File: src/vpc_pkg.sv
`timescale 1ns / 1ps

package vpc_pkg;

  // function codes of an input word
  localparam logic [1:0] FN_TICK    = 2'd0;
  localparam logic [1:0] FN_COLLIDE = 2'd1;
  localparam logic [1:0] FN_PLACE   = 2'd2;

  // register index, taken from paddr[3:2]
  localparam logic [1:0] RG_FRICTION = 2'd0;
  localparam logic [1:0] RG_BOUNCE   = 2'd1;
  localparam logic [1:0] RG_DRAG     = 2'd2;
  localparam logic [1:0] RG_GRAVITY  = 2'd3;

  localparam int unsigned CFG_ADDR_W = 4;

  localparam logic [6:0]  FRICTION_RST = 7'd5;
  localparam logic [6:0]  BOUNCE_RST   = 7'd30;
  localparam logic [6:0]  DRAG_RST     = 7'd99;
  localparam logic [16:0] GRAVITY_RST  = 17'd51;

  typedef struct packed {
    logic [1:0]         func;
    logic signed [31:0] push_x;
    logic signed [31:0] push_y;
    logic signed [15:0] normal_x;
    logic signed [15:0] normal_y;
    logic signed [31:0] place_x;
    logic signed [31:0] place_y;
  } in_word_t;

  typedef struct packed {
    logic signed [31:0] cur_x;
    logic signed [31:0] cur_y;
    logic signed [31:0] prev_x;
    logic signed [31:0] prev_y;
  } out_word_t;

  typedef struct packed {
    logic [6:0]         friction_pct;
    logic [6:0]         bounce_pct;
    logic [6:0]         drag_pct;
    logic signed [16:0] gravity_q8;
  } cfg_regs_t;

endpackage

File: src/vpc_div100.sv
`timescale 1ns / 1ps

module vpc_div100 import vpc_pkg::*; (
  input  logic        clk,
  input  logic        rst_n,
  input  logic        start,
  input  logic [39:0] dividend,
  output logic        busy,
  output logic        done,
  output logic [31:0] quotient
);

  // floor(v / 100) == (v * 5243) >> 19 for every v below 25600
  localparam logic [12:0] RECIP     = 13'd5243;
  localparam int unsigned RECIP_SH  = 19;
  localparam logic [2:0]  LAST_STEP = 3'd4;

  logic        busy_r;
  logic        done_r;
  logic [2:0]  cnt_r;
  logic        neg_r;
  logic [39:0] mag_r;
  logic [6:0]  rem_r;
  logic [31:0] quo_r;
  logic [31:0] res_r;

  logic [14:0] step_v;
  logic [27:0] step_prod;
  logic [7:0]  step_q;
  logic [14:0] step_rem;
  logic [31:0] quo_nxt;
  logic [39:0] dividend_neg;

  assign step_v       = {rem_r, mag_r[39:32]};
  assign step_prod    = 28'(step_v) * 28'(RECIP);
  assign step_q       = step_prod[RECIP_SH +: 8];
  assign step_rem     = step_v - 15'(step_q) * 15'd100;
  assign quo_nxt      = {quo_r[23:0], step_q};
  assign dividend_neg = (~dividend) + 40'd1;

  always_ff @(posedge clk) begin
    if (!rst_n) begin
      busy_r <= 1'b0;
      done_r <= 1'b0;
      cnt_r  <= '0;
    end else begin
      done_r <= 1'b0;
      if (start) begin
        busy_r <= 1'b1;
        cnt_r  <= '0;
      end else if (busy_r) begin
        cnt_r <= cnt_r + 3'd1;
        if (cnt_r == LAST_STEP) begin
          busy_r <= 1'b0;
          done_r <= 1'b1;
        end
      end
    end
  end

  // one byte of the magnitude per cycle, remainder carried below 100
  always_ff @(posedge clk) begin
    if (start) begin
      neg_r <= dividend[39];
      mag_r <= dividend[39] ? dividend_neg : dividend;
      rem_r <= '0;
      quo_r <= '0;
    end else if (busy_r) begin
      mag_r <= {mag_r[31:0], 8'd0};
      rem_r <= step_rem[6:0];
      quo_r <= quo_nxt;
      if (cnt_r == LAST_STEP) begin
        res_r <= neg_r ? (~quo_nxt) + 32'd1 : quo_nxt;
      end
    end
  end

  assign busy     = busy_r;
  assign done     = done_r;
  assign quotient = res_r;

  a_start_idle: assert property (@(posedge clk) disable iff (!rst_n)
    start |-> !busy_r)
    else $error("divider started while busy");

  a_rem_range: assert property (@(posedge clk) disable iff (!rst_n)
    busy_r && !start |-> rem_r < 7'd100)
    else $error("divider remainder out of range");

  a_finish: assert property (@(posedge clk) disable iff (!rst_n)
    busy_r && !start && cnt_r == LAST_STEP |=> done_r && !busy_r)
    else $error("divider did not finish after last step");

endmodule

File: src/vpc_core.sv
`timescale 1ns / 1ps

module vpc_core import vpc_pkg::*; (
  input  logic      clk,
  input  logic      rst_n,
  input  logic      item_valid,
  output logic      item_ready,
  input  in_word_t  item,
  input  cfg_regs_t cfg,
  output logic      res_valid,
  input  logic      res_ready,
  output out_word_t res
);

  localparam logic [2:0] ST_IDLE   = 3'd0;
  localparam logic [2:0] ST_SETUP  = 3'd1;
  localparam logic [2:0] ST_MUL    = 3'd2;
  localparam logic [2:0] ST_DLOAD  = 3'd3;
  localparam logic [2:0] ST_DWAIT  = 3'd4;
  localparam logic [2:0] ST_APPLY  = 3'd5;
  localparam logic [2:0] ST_COMMIT = 3'd6;

  // jobs run in code order; a collision skips the response jobs when d >= 0
  localparam logic [3:0] JB_TX_POS = 4'd0;
  localparam logic [3:0] JB_TX_OLD = 4'd1;
  localparam logic [3:0] JB_TY_POS = 4'd2;
  localparam logic [3:0] JB_TY_OLD = 4'd3;
  localparam logic [3:0] JB_DOT_X  = 4'd4;
  localparam logic [3:0] JB_DOT_Y  = 4'd5;
  localparam logic [3:0] JB_NRM_X  = 4'd6;
  localparam logic [3:0] JB_NRM_Y  = 4'd7;
  localparam logic [3:0] JB_FRC_X  = 4'd8;
  localparam logic [3:0] JB_BNC_X  = 4'd9;
  localparam logic [3:0] JB_FRC_Y  = 4'd10;
  localparam logic [3:0] JB_BNC_Y  = 4'd11;

  logic [2:0] state_r, state_nxt;
  logic [3:0] job_r, job_nxt;

  in_word_t item_r;
  logic signed [31:0] cur_x_r, cur_y_r, prv_x_r, prv_y_r;
  logic signed [31:0] vx_r, vy_r, d_r, nx_r, ny_r, tx_r, ty_r;
  logic signed [31:0] acc_x_r, acc_y_r;
  logic signed [48:0] dot_r, prod_r;

  logic signed [31:0] mul_a;
  logic signed [16:0] mul_b;
  logic signed [48:0] prod_nxt;
  logic signed [48:0] dot_sum;
  logic signed [31:0] prod_q14;
  logic signed [16:0] drag_b, fric_b, bnc_b, nrm_x_b, nrm_y_b;
  logic [7:0]         bnc_pct;
  logic signed [31:0] grav32;
  logic               need_div;

  logic        div_start;
  logic        div_busy;
  logic        div_done;
  logic [31:0] div_q;

  assign bnc_pct = {1'b0, cfg.bounce_pct} + 8'd100;
  assign drag_b  = {10'd0, cfg.drag_pct};
  assign fric_b  = {10'd0, cfg.friction_pct};
  assign bnc_b   = {9'd0, bnc_pct};
  assign nrm_x_b = {item_r.normal_x[15], item_r.normal_x};
  assign nrm_y_b = {item_r.normal_y[15], item_r.normal_y};
  assign grav32  = {{15{cfg.gravity_q8[16]}}, cfg.gravity_q8};

  // shared multiplier operand select
  always_comb begin
    mul_a = cur_x_r;
    mul_b = drag_b;
    case (job_r)
      JB_TX_POS: mul_a = cur_x_r;
      JB_TX_OLD: mul_a = prv_x_r;
      JB_TY_POS: mul_a = cur_y_r;
      JB_TY_OLD: mul_a = prv_y_r;
      JB_DOT_X: begin
        mul_a = vx_r;
        mul_b = nrm_x_b;
      end
      JB_DOT_Y: begin
        mul_a = vy_r;
        mul_b = nrm_y_b;
      end
      JB_NRM_X: begin
        mul_a = d_r;
        mul_b = nrm_x_b;
      end
      JB_NRM_Y: begin
        mul_a = d_r;
        mul_b = nrm_y_b;
      end
      JB_FRC_X: begin
        mul_a = tx_r;
        mul_b = fric_b;
      end
      JB_BNC_X: begin
        mul_a = nx_r;
        mul_b = bnc_b;
      end
      JB_FRC_Y: begin
        mul_a = ty_r;
        mul_b = fric_b;
      end
      JB_BNC_Y: begin
        mul_a = ny_r;
        mul_b = bnc_b;
      end
      default: ;
    endcase
  end

  always_comb begin
    case (job_r) inside
      JB_DOT_X, JB_DOT_Y, JB_NRM_X, JB_NRM_Y: need_div = 1'b0;
      default:                                need_div = 1'b1;
    endcase
  end

  assign prod_nxt = mul_a * mul_b;
  assign dot_sum  = dot_r + prod_r;
  assign prod_q14 = prod_r[45:14];

  assign div_start = (state_r == ST_DLOAD);

  vpc_div100 u_div (
    .clk      (clk),
    .rst_n    (rst_n),
    .start    (div_start),
    .dividend (prod_r[39:0]),
    .busy     (div_busy),
    .done     (div_done),
    .quotient (div_q)
  );

  always_comb begin
    state_nxt = state_r;
    job_nxt   = job_r;
    unique case (state_r)
      ST_IDLE: begin
        if (item_valid) state_nxt = ST_SETUP;
      end
      ST_SETUP: begin
        unique case (item_r.func)
          FN_TICK: begin
            job_nxt   = JB_TX_POS;
            state_nxt = ST_MUL;
          end
          FN_COLLIDE: begin
            job_nxt   = JB_DOT_X;
            state_nxt = ST_MUL;
          end
          default: state_nxt = ST_COMMIT;
        endcase
      end
      ST_MUL:   state_nxt = need_div ? ST_DLOAD : ST_APPLY;
      ST_DLOAD: state_nxt = ST_DWAIT;
      ST_DWAIT: begin
        if (div_done) state_nxt = ST_APPLY;
      end
      ST_APPLY: begin
        case (job_r) inside
          JB_TY_OLD, JB_BNC_Y: state_nxt = ST_COMMIT;
          JB_NRM_Y: begin
            // no response when the velocity leaves the surface
            if (d_r[31]) begin
              job_nxt   = JB_FRC_X;
              state_nxt = ST_MUL;
            end else begin
              state_nxt = ST_COMMIT;
            end
          end
          default: begin
            job_nxt   = job_r + 4'd1;
            state_nxt = ST_MUL;
          end
        endcase
      end
      ST_COMMIT: begin
        if (res_ready) state_nxt = ST_IDLE;
      end
      default: state_nxt = ST_IDLE;
    endcase
  end

  assign item_ready = (state_r == ST_IDLE);
  assign res_valid  = (state_r == ST_COMMIT);

  always_comb begin
    res.cur_x  = cur_x_r;
    res.cur_y  = cur_y_r;
    res.prev_x = prv_x_r;
    res.prev_y = prv_y_r;
    unique case (item_r.func)
      FN_TICK: begin
        res.cur_x  = acc_x_r;
        res.cur_y  = acc_y_r;
        res.prev_x = cur_x_r;
        res.prev_y = cur_y_r;
      end
      FN_COLLIDE: begin
        res.cur_x  = cur_x_r + item_r.push_x;
        res.cur_y  = cur_y_r + item_r.push_y;
        res.prev_x = prv_x_r + item_r.push_x + acc_x_r;
        res.prev_y = prv_y_r + item_r.push_y + acc_y_r;
      end
      FN_PLACE: begin
        res.cur_x  = item_r.place_x;
        res.cur_y  = item_r.place_y;
        res.prev_x = item_r.place_x;
        res.prev_y = item_r.place_y;
      end
      default: ;
    endcase
  end

  always_ff @(posedge clk) begin
    if (!rst_n) begin
      state_r <= ST_IDLE;
      job_r   <= JB_TX_POS;
      cur_x_r <= '0;
      cur_y_r <= '0;
      prv_x_r <= '0;
      prv_y_r <= '0;
    end else begin
      state_r <= state_nxt;
      job_r   <= job_nxt;
      if (res_valid && res_ready) begin
        cur_x_r <= res.cur_x;
        cur_y_r <= res.cur_y;
        prv_x_r <= res.prev_x;
        prv_y_r <= res.prev_y;
      end
    end
  end

  always_ff @(posedge clk) begin
    if (item_valid && item_ready) item_r <= item;
    if (state_r == ST_SETUP) begin
      vx_r <= cur_x_r - prv_x_r;
      vy_r <= cur_y_r - prv_y_r;
      // a tick builds the new position on top of the current one
      acc_x_r <= (item_r.func == FN_TICK) ? cur_x_r : '0;
      acc_y_r <= (item_r.func == FN_TICK) ? cur_y_r : '0;
    end
    if (state_r == ST_MUL) prod_r <= prod_nxt;
    if (state_r == ST_APPLY) begin
      case (job_r) inside
        JB_TX_POS, JB_FRC_X, JB_BNC_X: acc_x_r <= acc_x_r + div_q;
        JB_TX_OLD:                     acc_x_r <= acc_x_r - div_q;
        JB_TY_POS, JB_FRC_Y, JB_BNC_Y: acc_y_r <= acc_y_r + div_q;
        JB_TY_OLD:                     acc_y_r <= acc_y_r - div_q + grav32;
        JB_DOT_X:                      dot_r   <= prod_r;
        JB_DOT_Y:                      d_r     <= dot_sum[45:14];
        JB_NRM_X: begin
          nx_r <= prod_q14;
          tx_r <= vx_r - prod_q14;
        end
        JB_NRM_Y: begin
          ny_r <= prod_q14;
          ty_r <= vy_r - prod_q14;
        end
        default: ;
      endcase
    end
  end

  a_done_in_wait: assert property (@(posedge clk) disable iff (!rst_n)
    div_done |-> state_r == ST_DWAIT)
    else $error("quotient arrived outside the wait state");

  a_busy_in_wait: assert property (@(posedge clk) disable iff (!rst_n)
    div_busy |-> state_r == ST_DWAIT)
    else $error("divider busy outside the wait state");

  a_state_hold: assert property (@(posedge clk) disable iff (!rst_n)
    !(res_valid && res_ready) |=> $stable(cur_x_r) && $stable(cur_y_r)
      && $stable(prv_x_r) && $stable(prv_y_r))
    else $error("particle state changed without a result");

  a_skip_resp: assert property (@(posedge clk) disable iff (!rst_n)
    state_r == ST_APPLY && job_r == JB_NRM_Y && !d_r[31] |=> state_r == ST_COMMIT)
    else $error("response applied for a separating velocity");

endmodule

File: src/verlet_particle_collision_step_top.sv
`timescale 1ns / 1ps

// One Verlet particle with collision response, positions in signed Q24.8.
// Input channel (in_valid/in_ready/in_data): one word per step; func selects
// a tick, a collision report or a place. Every word gives one result word on
// the output channel (out_valid/out_ready/out_data) with the positions after
// the step. Settings sit in an APB register file: friction, bounce and drag
// in percent, gravity in signed Q9.8, at byte addresses 0, 4, 8 and 12.
// A place or an unused code needs no product; a tick scales four products,
// and a collision forms four unscaled products and, when the velocity
// points into the surface, scales four more. Each product goes through one
// shared 32x17 multiplier, and each percent scaling through a byte-serial
// divide-by-100 unit (five byte steps). One word is in work at a time;
// in_ready rises again the cycle after its result is handed to the output
// register. While the receiver stalls a finished result waits in the output
// register and the next word is still taken and worked on; its result holds
// inside until the register drains. Reset clears the positions to zero and
// loads the register defaults (5, 30, 99, 51).
module verlet_particle_collision_step_top import vpc_pkg::*; (
  input  logic                  clk,
  input  logic                  rst_n,
  input  logic                  in_valid,
  output logic                  in_ready,
  input  in_word_t              in_data,
  output logic                  out_valid,
  input  logic                  out_ready,
  output out_word_t             out_data,
  input  logic                  psel,
  input  logic                  penable,
  input  logic                  pwrite,
  input  logic [CFG_ADDR_W-1:0] paddr,
  input  logic [31:0]           pwdata,
  output logic [31:0]           prdata,
  output logic                  pready
);

  cfg_regs_t cfg_r;
  logic      out_valid_r;
  out_word_t out_data_r;
  logic      res_valid;
  logic      res_ready;
  out_word_t res;
  logic      cfg_wr;

  assign pready = 1'b1;
  assign cfg_wr = psel && penable && pwrite;

  always_ff @(posedge clk) begin
    if (!rst_n) begin
      cfg_r.friction_pct <= FRICTION_RST;
      cfg_r.bounce_pct   <= BOUNCE_RST;
      cfg_r.drag_pct     <= DRAG_RST;
      cfg_r.gravity_q8   <= GRAVITY_RST;
    end else if (cfg_wr) begin
      unique case (paddr[3:2])
        RG_FRICTION: cfg_r.friction_pct <= pwdata[6:0];
        RG_BOUNCE:   cfg_r.bounce_pct   <= pwdata[6:0];
        RG_DRAG:     cfg_r.drag_pct     <= pwdata[6:0];
        RG_GRAVITY:  cfg_r.gravity_q8   <= pwdata[16:0];
        default: ;
      endcase
    end
  end

  always_comb begin
    unique case (paddr[3:2])
      RG_FRICTION: prdata = {25'd0, cfg_r.friction_pct};
      RG_BOUNCE:   prdata = {25'd0, cfg_r.bounce_pct};
      RG_DRAG:     prdata = {25'd0, cfg_r.drag_pct};
      RG_GRAVITY:  prdata = {15'd0, cfg_r.gravity_q8};
      default:     prdata = '0;
    endcase
  end

  vpc_core u_core (
    .clk        (clk),
    .rst_n      (rst_n),
    .item_valid (in_valid),
    .item_ready (in_ready),
    .item       (in_data),
    .cfg        (cfg_r),
    .res_valid  (res_valid),
    .res_ready  (res_ready),
    .res        (res)
  );

  // output word register
  assign res_ready = !out_valid_r || out_ready;

  always_ff @(posedge clk) begin
    if (!rst_n) begin
      out_valid_r <= 1'b0;
    end else if (res_valid && res_ready) begin
      out_valid_r <= 1'b1;
    end else if (out_ready) begin
      out_valid_r <= 1'b0;
    end
  end

  always_ff @(posedge clk) begin
    if (res_valid && res_ready) out_data_r <= res;
  end

  assign out_valid = out_valid_r;
  assign out_data  = out_data_r;

endmodule

File: config.mk
export PLATFORM = sky130hd
export DESIGN_NAME = verlet_particle_collision_step_top
export DESIGN_NICKNAME = d
export VERILOG_FILES = /design/src/vpc_pkg.sv /design/src/vpc_div100.sv /design/src/vpc_core.sv /design/src/verlet_particle_collision_step_top.sv
export SDC_FILE = /design/constraint.sdc
export NUM_CORES = 2
export LEC_CHECK = 0
export ABC_AREA = 0
export BUFFER_PORTS_ARGS = -buffer_cell sky130_fd_sc_hd__buf_2
export CAP_MARGIN = 20
export CORE_ASPECT_RATIO = 0.8
export CORE_UTILIZATION = 64
export DETAILED_ROUTE_END_ITERATION = 10
export PLACE_DENSITY = 0.93
export SKIP_CTS_REPAIR_TIMING = 1
export SYNTH_ARGS = -nofsm -noshare
export SYNTH_HDL_FRONTEND = slang
export SYNTH_SLANG_ARGS = --single-unit
File: constraint.sdc
create_clock -name clk -period 10.7 [get_ports clk]
set_input_delay 0.535 -clock clk [delete_from_list [all_inputs] [get_ports clk]]
set_output_delay 0.535 -clock clk [all_outputs]
set_load 0.05 [all_outputs]
**Word-level counts from Yosys, hierarchy flattened**

Index checks and enable logic that the tools add are counted.

- Multiplexer cells: 40
- Eq/ne operators: 29
- Multipliers: 3
- Bitwise logic cells: 12
- $add $sub $neg: 22
- Reductions and logical operators: 36

Operator list:

| kind | number |
|---|---|
| $mux 32 | 13 |
| $pmux 128 s3 | 1 |
| $pmux 32 s10 | 1 |
| $add 32x32->32 | 9 |
| $sub 32x32->32 | 6 |
| $pmux 32 s4 | 1 |
| $mux 40 | 3 |
| $pmux 17 s4 | 1 |
| $add 46x46->46 | 1 |
| $mul 32x17->46 | 1 |
| $add 40x1->40 const B | 1 |
| $not 40->40 | 1 |
| $add 32x1->32 const B | 1 |
| $not 32->32 | 1 |
| $mul 15x13->27 const B | 1 |
| $mux 3 | 8 |
| $pmux 3 s7 | 1 |
| $eq 4x3->1 const B | 4 |
| $eq 4x4->1 const B | 4 |
| $pmux 4 s2 | 2 |
| $reduce_or 2->1 | 8 |
| $eq 3x3->1 const B | 4 |
| $mux 4 | 3 |
| $not 1->1 | 10 |
| other kinds (31) | 56 |

- Input bits: 205
- Bits in registers: 953
- Logic and storage cells: 183
- Output and inout port bits: 163

**Depth between registers and ports, before layout**

- Depth in word-level cells: 8
- Mapped depth: 39
- Depth with buffers taken out: 34

**By module**

A second synthesis with hierarchy kept.

- Cells, all modules: 8410
- Area total of the unflattened synthesis: 82684.3 um^2

Modules (own cells, without submodules):

| module | area an instance (um^2) | cells each | instances | sequential area each (um^2) |
|---|---|---|---|---|
| vpc_core | 67573.6 | 7154 | 1 | 18337.6 |
| vpc_div100 | 9308.9 | 922 | 1 | 2912.8 |
| verlet_particle_collision_step_top | 5801.8 | 334 | 1 | 4624.4 |

**Worst setup path before layout**

OpenSTA, ideal clock, no wires.

- Kind: flip-flop to flip-flop
- Start: register u_core.job_r[0]
- End: register u_core.prod_r[45], data pin
- Path buffers: 6
- Path slack: 1.170 ns
- Library setup time: 0.260 ns
- Data arrival time: 9.270 ns
- Period minus slack after synthesis: 9.530 ns
- Required time: 10.440 ns
- Stages on the path, launching flop included: 33
- Cell sequence: dfxtp_1 > ha_1 > clkbuf_1 > and2_1 > clkbuf_1 > or2_2 > or4_1 > clkbuf_1 > or4_1 > clkbuf_1 > buf_1 > clkbuf_1 > o21ai_1 > nor2_1 > fa_1 > inv_1 > fa_1 > fa_1 > fa_1 > inv_1 > fa_1 > inv_1 > fa_1 > inv_1 > ha_1 > nand2_1 > o31a_1 > o41a_1 > o21ba_2 > a2111oi_0 > o2111ai_1 > o21ai_0 > xnor2_1

- Cells in the longest elaborated chain, start to end: 4
- Elaborated cells between the ends (all ways): 19
- Classes of those cells: mul: 1; eq/ne: 11; mux: 2; reduce/logical: 5

RTL lines:

| element | RTL line | source |
|---|---|---|
| start: declaration | vpc_core.sv:38 | `logic [3:0] job_r, job_nxt;` |
| start signal: assignment | vpc_core.sv:228 | `job_r <= job_nxt;` |
| $eq 4x3->1 / $eq 4x4->1 (equally long branches) | vpc_core.sv:73 | `case (job_r)` |
| $reduce_or 2->1 (no source line) | n/a |  |
| $pmux 32 s10 / $pmux 17 s4 (equally long branches) | vpc_core.sv:73 |  |
| $mul 32x17->46 * | vpc_core.sv:121 | `assign prod_nxt = mul_a * mul_b;` |
| named net u_core.prod_nxt[45] | vpc_core.sv:48 | `logic signed [48:0] prod_nxt;` |
| end signal: assignment | vpc_core.sv:247 | `if (state_r == ST_MUL) prod_r <= prod_nxt;` |
| end: declaration | vpc_core.sv:44 | `logic signed [48:0] dot_r, prod_r;` |

Mark *: on every way through the listed nets, which the timed path passes. The rest lies on a longest branch.
A chain may end at the register's enable or synchronous reset.

**Worst setup path in the final report**

- Start: register u_core.job_r[1]
- End: register u_core.prod_r[43], data pin

The elaborated chain is that of the path after synthesis.

==> results.md <==
- Skew final: 0.0431 ns
- Maximum clock rate: 97.6 MHz
- Vias: 72600
- Met1 Use GR: 59.7%
- Peak supply drop: 0.00158 V
- CP Max Fanout: 53
- Most frequent cells in the layout: 1022 x inv_1, 738 x nand2_1, 693 x nor2_1, 679 x edfxtp_1, 671 x fa_1
- Post-DR vias/cell: 6.85
- Vias in the first global route: 69600
- Internal power: 0.0108 W
- Hpwl dp: 230000 um
- Startpoint Class: flip-flop
- Worst-path clk slew: 0.07 ns
- Register area share after synthesis: 31.6%
- Clk pwr share: 17.9%
- Height of the die: 322 um
- Root Buffer Master: clkbuf_16
- Sink Count: 953
- Synth Register Bits: 953
- Critical Path AT: 10.72 ns
- Largest net degree at the start of global routing: 128
- Dpl cell area: 0.0861 mm2
- Yosys top cell by area: edfxtp_1
- Warnings, synthesis: 0
- Max Cap Violations: 0
- Final Net Count: 10300
- Critical Path Max Stage Delay: 0.72 ns
- CTS Buffer Depth: 3
- Drt first-iter violations: 10900
- GRT overflow: 0
- CTS tree: built
- Pwr dens: 213 mW/mm2
- First-pass GRT wire length: 438000 um
- Core Area: 0.127 mm2
- Synth top area cells: edfxtp_1 25%, fa_1 16%, ha_1 9.7%, dfxtp_1 6.7%, inv_1 4.7%
- Worst endpoint required time: 11.18 ns
- Slew Limit Fails: 0
- Comb pwr share: 56.4%
- Area of the die: 0.129 mm2
- Grt peak-use layer: met2
- Residual DRC count: 0
- Switching pwr: 0.00855 W
- Routed WL per cell: 29.0 um
- Worst path bufs/invs: 7
- Final worst-path cycle share: 95.7%
- Critical path's most frequent cell: fa_1
- Top cell type's share of synthesized area: 24.9%
- Synth-to-layout area growth: 11.0%
- Worst Hold Class: in -> reg
- Min Tclk post-route: 10.24 ns
- Endpoint class of the critical path: flip-flop
- Total track usage: 45.8%
- Distinct cells, synth: 82
- Area of the mapped netlist: 0.0819 mm2
- Initial antenna violation count: 30
- FP Rows: 117
- Worst-path cell with the longest stage delay: or4_4
- Seq pwr share: 25.7%
- Post-synth EDFFs: 679
- Clock Latency Late Sink: 0.75 ns
- Fin util: 71.6%
- Ports: 368
- Design area: 0.0910 mm2
- Slew @ Worst Pin: 1.20 ns
- Share of layout cells above drive strength 1: 10.1%
- Crit Path Category: reg -> reg
- CTS buffer count: 98
- First-pass iteration count of the detailed router: 9
- Met3 Track Usage GR: 19.6%
- Post-Syn Instances: 8344
- Met2 usage: 63.7%
- Status: finished clean
- PortBufs: 334
- Final Hold Viols: 0
- Setup TNS Final: 0 ns
- Finish-stage setup viols: 0
- Routed WL: 307000 um
- Ys async rst share: 0%
- Top_reg_cell synth: edfxtp_1
- H-tree depth: 3
- # fillers: 8917
- RSZ-0062 raised after global routing: no
- Crit path max-delay family: adder cells
- RePlAce Congestion: 1.09
- Syn Area/Cell: 9.82 um2
- Slew headroom: 18.2%
- Die Width: 402 um
- P_leak: 39.4 nW
- Switching share of power: 44.2%
- Starting Density: 64.5%
- ANT nets after route: 0
- Most common cell after layout, fill and taps aside: inv_1
cell type report:
type,instances,area (um2),share of cell area (%)
clock inverters,65,528,0.580
well taps,1666,2080,2.29
clock buffers,118,2570,2.82
diodes,23,57.6,0.0633
multi-input cells,6054,51100,56.2
flip-flops and latches,953,25900,28.4
repair buffers,693,4850,5.33
inverters,1028,3870,4.26
state kept, by name, indices dropped and copies added (netlist names), 38 cells and up:
| register | count |
|---|---|
| u_core.dot_r | 46 |
| out_data | 128 |
| u_core.prod_r | 46 |
| cfg_r | 38 |
| u_core.item_r | 162 |
| u_core.u_div.mag_r | 40 |
worst reg2reg max path: cells and delay by family, from the launching register on:
kind                     cells  cell delay, ns
multiplexers                 1            0.24
AND/OR/NAND/NOR              8            2.79
buffers and inverters        7            1.08
adder cells (fa/ha/maj)      8            3.85
flip-flops                   1            0.43
AO/OA/AOI/OAI                5            1.59
path summary, 6_finish.rpt:
path | from | slack (ns) | endpoint | cells past startpoint
max | u_core.job_r[1] | 0.46 | u_core.prod_r[43] | 29
min reg2reg | cfg_r[11] | 0.47 | cfg_r[11] | 2
max reg2reg | u_core.job_r[1] | 0.46 | u_core.prod_r[43] | 29
min | in_data[43] | 0.01 | u_core.item_r[43] | 1
kinds of logic (layout without fill, tap and decap cells):
family,Yosys count,after routing,share of synthesized area [%]
flip-flops,953,953,31.6
AO/OA/AOI/OAI,1922,1922,15.4
other,2,39,0.00917
multiplexers,178,178,3.81
adder cells (fa/ha/maj),1309,1309,26.1
buffers and inverters,1351,1904,6.26
XOR/XNOR,432,432,4.62
AND/OR/NAND/NOR,2197,2197,12.2
Yosys cell counts (all sizes together) (54+ instances only):
cell,instances
a211oi,61
a21o,158
a21oi,534
a22oi,152
and3,69
clkbuf,275
dfxtp,274
edfxtp,679
fa,671
ha,638
inv,1026
mux2i,69
mux4,107
nand2,738
nand2b,128
nand3,132
nand4,57
nor2,696
nor2b,74
nor3,116
o211ai,54
o21a,113
o21ai,330
o21bai,54
xnor2,334
xor2,98
power by group through the flow:
stage               logic, W  registers, W  clock network [W]
finish                0.0109       0.00498            0.00347
global route          0.0118       0.00497            0.00358
CTS                   0.0105       0.00494            0.00342
detailed placement    0.0104       0.00501                  0
global placement     0.00986       0.00500                  0
floorplan            0.00767       0.00485                  0
metal layers:
metal  wire length [um]  vias up
li1                   -    30100
met2             124000     6304
met4              22500       36
met3              52000     1489
met1             108000    34700
met5                269        -
stage by stage:
| stage | total power [W] | setup WS, ns | hold slack [ns] | std cells |
|---|---|---|---|---|
| final | 0.0194 | 0.458 | 0.0145 | 10600 |
| after detailed placement | 0.0154 | 0.164 | 0.451 | 10200 |
| after global routing | 0.0203 | 0.255 | 0.00211 | 10600 |
| after global placement | 0.0149 | 0.309 | 0.443 | 10200 |
| after CTS | 0.0189 | 0.0861 | -0.0680 | 10400 |
| after floorplan | 0.0125 | 1.17 | 0.436 | 8358 |
Note: power is estimated with default switching activity, not from simulation.
